===== config.mk =====
export PLATFORM = sky130hd
export DESIGN_NAME = spq_ctrl
export DESIGN_NICKNAME = d
export VERILOG_FILES = /design/src/spq_pkg.sv /design/src/spq_ctrl.sv
export SDC_FILE = /design/constraint.sdc
export NUM_CORES = 1
export LEC_CHECK = 0
export BUFFER_PORTS_ARGS = -buffer_cell sky130_fd_sc_hd__buf_2
export CAP_MARGIN = 20
export CORE_AREA = 2 2 39 41
export CTS_BUF_LIST = sky130_fd_sc_hd__clkbuf_8
export DETAILED_ROUTE_END_ITERATION = 16
export DIE_AREA = 0 0 41 43
export PLACE_DENSITY = 0.34
export SLEW_MARGIN = 40
export SYNTH_ARGS = -nofsm -noshare
export SYNTH_HDL_FRONTEND = slang
export SYNTH_SLANG_ARGS = --single-unit

===== constraint.sdc =====
create_clock -name i_clk -period 1.04 [get_ports i_clk]
set_clock_uncertainty 0.2 [all_clocks]
set_input_delay 0.208 -clock i_clk [delete_from_list [all_inputs] [get_ports i_clk]]
set_output_delay 0.208 -clock i_clk [all_outputs]
set_load 0.005 [all_outputs]

===== src/spq_pkg.sv =====
`timescale 1ns / 1ps
`default_nettype none

package spq_pkg;

    localparam int DEPTH     = 64;
    localparam int LVLS      = 4;
    localparam int LVL_W     = $clog2(LVLS);
    localparam int PTR_W     = $clog2(DEPTH);
    localparam int CNT_W     = $clog2(DEPTH + 1);
    localparam int ADDR_W    = LVL_W + PTR_W;
    localparam int RAM_DEPTH = LVLS << PTR_W;
    localparam int TAG_W     = 16;
    localparam int ARR_W     = 16;
    localparam int PRI_W     = 3;
    localparam int OCC_W     = 7;
    localparam int RAM_W     = TAG_W + ARR_W;

    localparam logic FN_ADD    = 1'b0;
    localparam logic FN_REMOVE = 1'b1;

    localparam logic [PRI_W-1:0] PRI_MIN = PRI_W'(1);
    localparam logic [PRI_W-1:0] PRI_MAX = PRI_W'(LVLS);

    typedef enum logic [1:0] {
        ST_ADDED   = 2'd0,
        ST_REMOVED = 2'd1,
        ST_EMPTY   = 2'd2,
        ST_FULL    = 2'd3
    } t_status;

    typedef enum logic [1:0] {
        S_IDLE,
        S_EXEC,
        S_READ
    } t_state;

    typedef struct packed {
        logic             func;
        logic [PRI_W-1:0] priority_req;
        logic [TAG_W-1:0] tag;
    } t_in_item;

    typedef struct packed {
        logic [1:0]       status;
        logic [TAG_W-1:0] head_tag;
        logic [PRI_W-1:0] head_priority;
        logic [ARR_W-1:0] head_arrival;
        logic [OCC_W-1:0] occupancy;
    } t_out_item;

    typedef struct packed {
        logic latch;
        logic add;
        logic reject;
        logic empty;
        logic read;
        logic pop;
    } t_ctl_cmd;

    typedef struct packed {
        logic is_remove;
        logic full;
        logic empty;
    } t_ctl_sts;

endpackage

`default_nettype wire


===== src/spq_ctrl.sv =====
`timescale 1ns / 1ps
`default_nettype none

module spq_ctrl
    import spq_pkg::*;
(
    input  wire logic     i_clk,
    input  wire logic     i_rst_n,
    input  wire logic     start,
    input  wire t_ctl_sts i_sts,
    output t_ctl_cmd      o_cmd,
    output logic          busy
);

    t_state r_state;
    t_state n_state;

    always_ff @(posedge i_clk) begin
        if (!i_rst_n) begin
            r_state <= S_IDLE;
        end else begin
            r_state <= n_state;
        end
    end

    always_comb begin
        n_state = r_state;
        unique case (r_state)
            S_IDLE: begin
                if (start) begin
                    n_state = S_EXEC;
                end
            end
            S_EXEC: begin
                if (i_sts.is_remove && !i_sts.empty) begin
                    n_state = S_READ;
                end else begin
                    n_state = S_IDLE;
                end
            end
            S_READ: n_state = S_IDLE;
            default: n_state = S_IDLE;
        endcase
    end

    always_comb begin
        o_cmd = '0;
        busy  = 1'b1;
        unique case (r_state)
            S_IDLE: begin
                busy        = 1'b0;
                o_cmd.latch = start;
            end
            S_EXEC: begin
                if (i_sts.is_remove) begin
                    o_cmd.empty = i_sts.empty;
                    o_cmd.read  = !i_sts.empty;
                end else begin
                    o_cmd.reject = i_sts.full;
                    o_cmd.add    = !i_sts.full;
                end
            end
            S_READ: o_cmd.pop = 1'b1;
            default: busy = 1'b1;
        endcase
    end

endmodule

`default_nettype wire


==> impl_metrics.env <==
export IMPL_cts_hold_buf=0
export IMPL_ctsLongestPathBuffers=2
export IMPL_dieArea_um2=1760
export IMPL_seqPwrFrac_pct=19.9
export IMPL_violations="setup timing"
export IMPL_met2_usage_pct=6.56
export IMPL_p_sw_mw=0.0723
export IMPL_tightest_slew_ns=0.177
export IMPL_firstDrtPassIters=1
export IMPL_fin_ws_ns=-0.310
export IMPL_fin_crit_sh_pct=130
export IMPL_synth_top_area_share_pct=32.7
export IMPL_timing_fmax_mhz=741
export IMPL_final_max_slew_viol_count=0
export IMPL_clkPwrFrac_pct=70.2
export IMPL_cts_max_level=1
export IMPL_ys_seq_area_share_pct=32.7
export IMPL_path_clk_slew_ns=0.03
export IMPL_relSlewSlack_pct=88.2
export IMPL_critPathCaptureType="output port"
export IMPL_finalNetCount=34
export IMPL_io_pins=13
export IMPL_vias=145
export IMPL_via_per_inst=3.45
export IMPL_synth_warnings=0
export IMPL_die_x_um=41
export IMPL_drc_errors=0
export IMPL_grt_max_degree=8
export IMPL_status="finished with violations"
export IMPL_clk_latency_ns=0.21
export IMPL_dp_slack_ns=-0.143
export IMPL_track_usage_pct=5.71
export IMPL_post_drt_wl_per_cell_um=9.31
export IMPL_p_sw_share_pct=17.1
export IMPL_maxCapViolations=0
export IMPL_rows=14
export IMPL_numCtsBuffers=3
export IMPL_synth_cell_types=9
export IMPL_synth_nets=17
export IMPL_use_met1_pct=5.73
export IMPL_cp_required_ns=0.63
export IMPL_area_growth_pct=115
export IMPL_hold_path_class="primary input to flop"
export IMPL_internal_power_mw=0.351
export IMPL_regMostFlops="r_state"
export IMPL_synthCells=11
export IMPL_avgSynthCellArea_um2=11.1
export IMPL_postCtsSetupBuffers=0
export IMPL_final_layout_size_suffix_gt1_share_pct=84.6
export IMPL_met3_usage_pct=3.14
export IMPL_reg_top3="r_state (2)"
export IMPL_antenna_found_initial=0
export IMPL_crit_path_start_kind="flop"
export IMPL_ys_ff_latch=2
export IMPL_cts_root_buf="clkbuf_8"
export IMPL_powerDensity_nw_per_um2=1600
export IMPL_synth_top_area_cell="dfxtp_1"
export IMPL_postRouteAntennaNets=0
export IMPL_vdd_drop_max_v=0.000457
export IMPL_hold_viol_final=0
export IMPL_pwr_share_comb_pct=9.8
export IMPL_antenna_diode_count=0
export IMPL_synthTopCellsByArea="dfxtp_1, and2_1, and4bb_1, and4bb_2, nor3b_2"
export IMPL_cts_sinks=2
export IMPL_fillers=160
export IMPL_wl_um=391
export IMPL_port_buffers=12
export IMPL_start_util_pct=8.86
export IMPL_period_minus_slack_ns=1.35
export IMPL_post_route_util_pct=19.1
export IMPL_p_leak_nw=0.133
export IMPL_worstPathArrival_ns=0.94
export IMPL_syn_area_um2=123
export IMPL_rsz0062_at_grt="yes"
export IMPL_grt_busiest_layer="met4"
export IMPL_overflow=0
export IMPL_cts_tree="done"
export IMPL_drtIter0Drc=0
export IMPL_grt_pass1_vias=159
export IMPL_worstSetupPathType="flop to output port"
export IMPL_gp_congestion=0.577
export IMPL_fp_coreArea_um2=1380
export IMPL_place_hpwl_um=298
export IMPL_largest_register_ffs=2
export IMPL_grt_pass1_wl_um=586
export IMPL_finalSetupViolations=8
export IMPL_cp_max_fo=7
export IMPL_fp_dieH_um=43
[per-layer routing]
| metal | wire [µm] | up-vias |
|---|---|---|
| met5 | 0 | - |
| met4 | 0 | 0 |
| met3 | 52 | 0 |
| met2 | 148 | 12 |
| met1 | 190 | 61 |
| li1 | - | 72 |
[critical path: stages (launching register included)]
cell	delay (ns)
dfxtp_2	0.34
and4bb_1	0.28
buf_2	0.12
[synth_stat cells (all sizes together)]
| master | n |
|---|---|
| nor3b | 1 |
| dfxtp | 2 |
| or2 | 1 |
| nor4b | 1 |
| and4bb | 2 |
| and2 | 2 |
| nor2b | 1 |
| and4b | 1 |
[placed cells by master (no fill, tap or decap)]
master     n
nor3b_2    1
nor4b_2    1
and4b_2    1
clkbuf_8   3
dfxtp_2    1
and2_1     2
and4bb_1   1
buf_6      1
nor2b_1    1
dfxtp_4    1
and4bb_2   1
buf_2     11
or2_4      1
[logic make-up after synthesis]
| group | Yosys count | share of synthesized area (%) |
|---|---|---|
| DFF | 2 | 32.7 |
| and+or+nand+nor | 9 | 67.3 |
[power groups by stage]
stage | sequential [mW] | clock, mW | combinational (mW)
after floorplan | 0.0847 | 0 | 0.0152
after global placement | 0.0854 | 0 | 0.0358
after detailed placement | 0.0860 | 0 | 0.0368
after CTS | 0.0844 | 0.312 | 0.0424
after global routing | 0.0856 | 0.319 | 0.0457
final | 0.0844 | 0.297 | 0.0417
[final timing paths]
| kind | startpoint | endpoint | slack (ns) | depth (start not counted) |
|---|---|---|---|---|
| worst min register to register | r_state[0]$_SDFFE_PN0P_ | r_state[0]$_SDFFE_PN0P_ | 0.40 | 2 |
| worst max register to register | r_state[1]$_SDFFE_PN0P_ | r_state[1]$_SDFFE_PN0P_ | -0.01 | 2 |
| worst min-delay path | i_rst_n | r_state[1]$_SDFFE_PN0P_ | 0.01 | 2 |
| worst max-delay path | r_state[1]$_SDFFE_PN0P_ | o_cmd[1] | -0.31 | 2 |
[repair_timing]
action / 4_1_cts / 5_1_grt
pin swaps: 1 / 1
gates cloned: 0 / 0
endpoints found under the setup margin: 8 / 8
gates resized for setup: 4 / 0
[layout make-up]
type	count	area [µm²]	area share [%]
multi-input combinational	9	91.3	34.6
timing repair buffer	12	66.3	25.1
sequential	2	45.0	17.1
clock buffer	3	41.3	15.6
tap	16	20.0	7.58
[metrics by stage]
step	TNS [ns]	cells	cell area (µm²)	hold slack, ns	power, mW
5_1_grt	-2.36	42	264	0.0149	0.451
6_report	-1.95	42	264	0.0140	0.424
2_1_floorplan	0	11	130	0.130	0.0999
3_3_place_gp	-0.592	39	210	0.217	0.121
3_5_place_dp	-0.717	39	210	0.225	0.123
4_1_cts	-2.04	42	264	0.00786	0.438
Note: power is estimated with default switching activity, not from simulation.
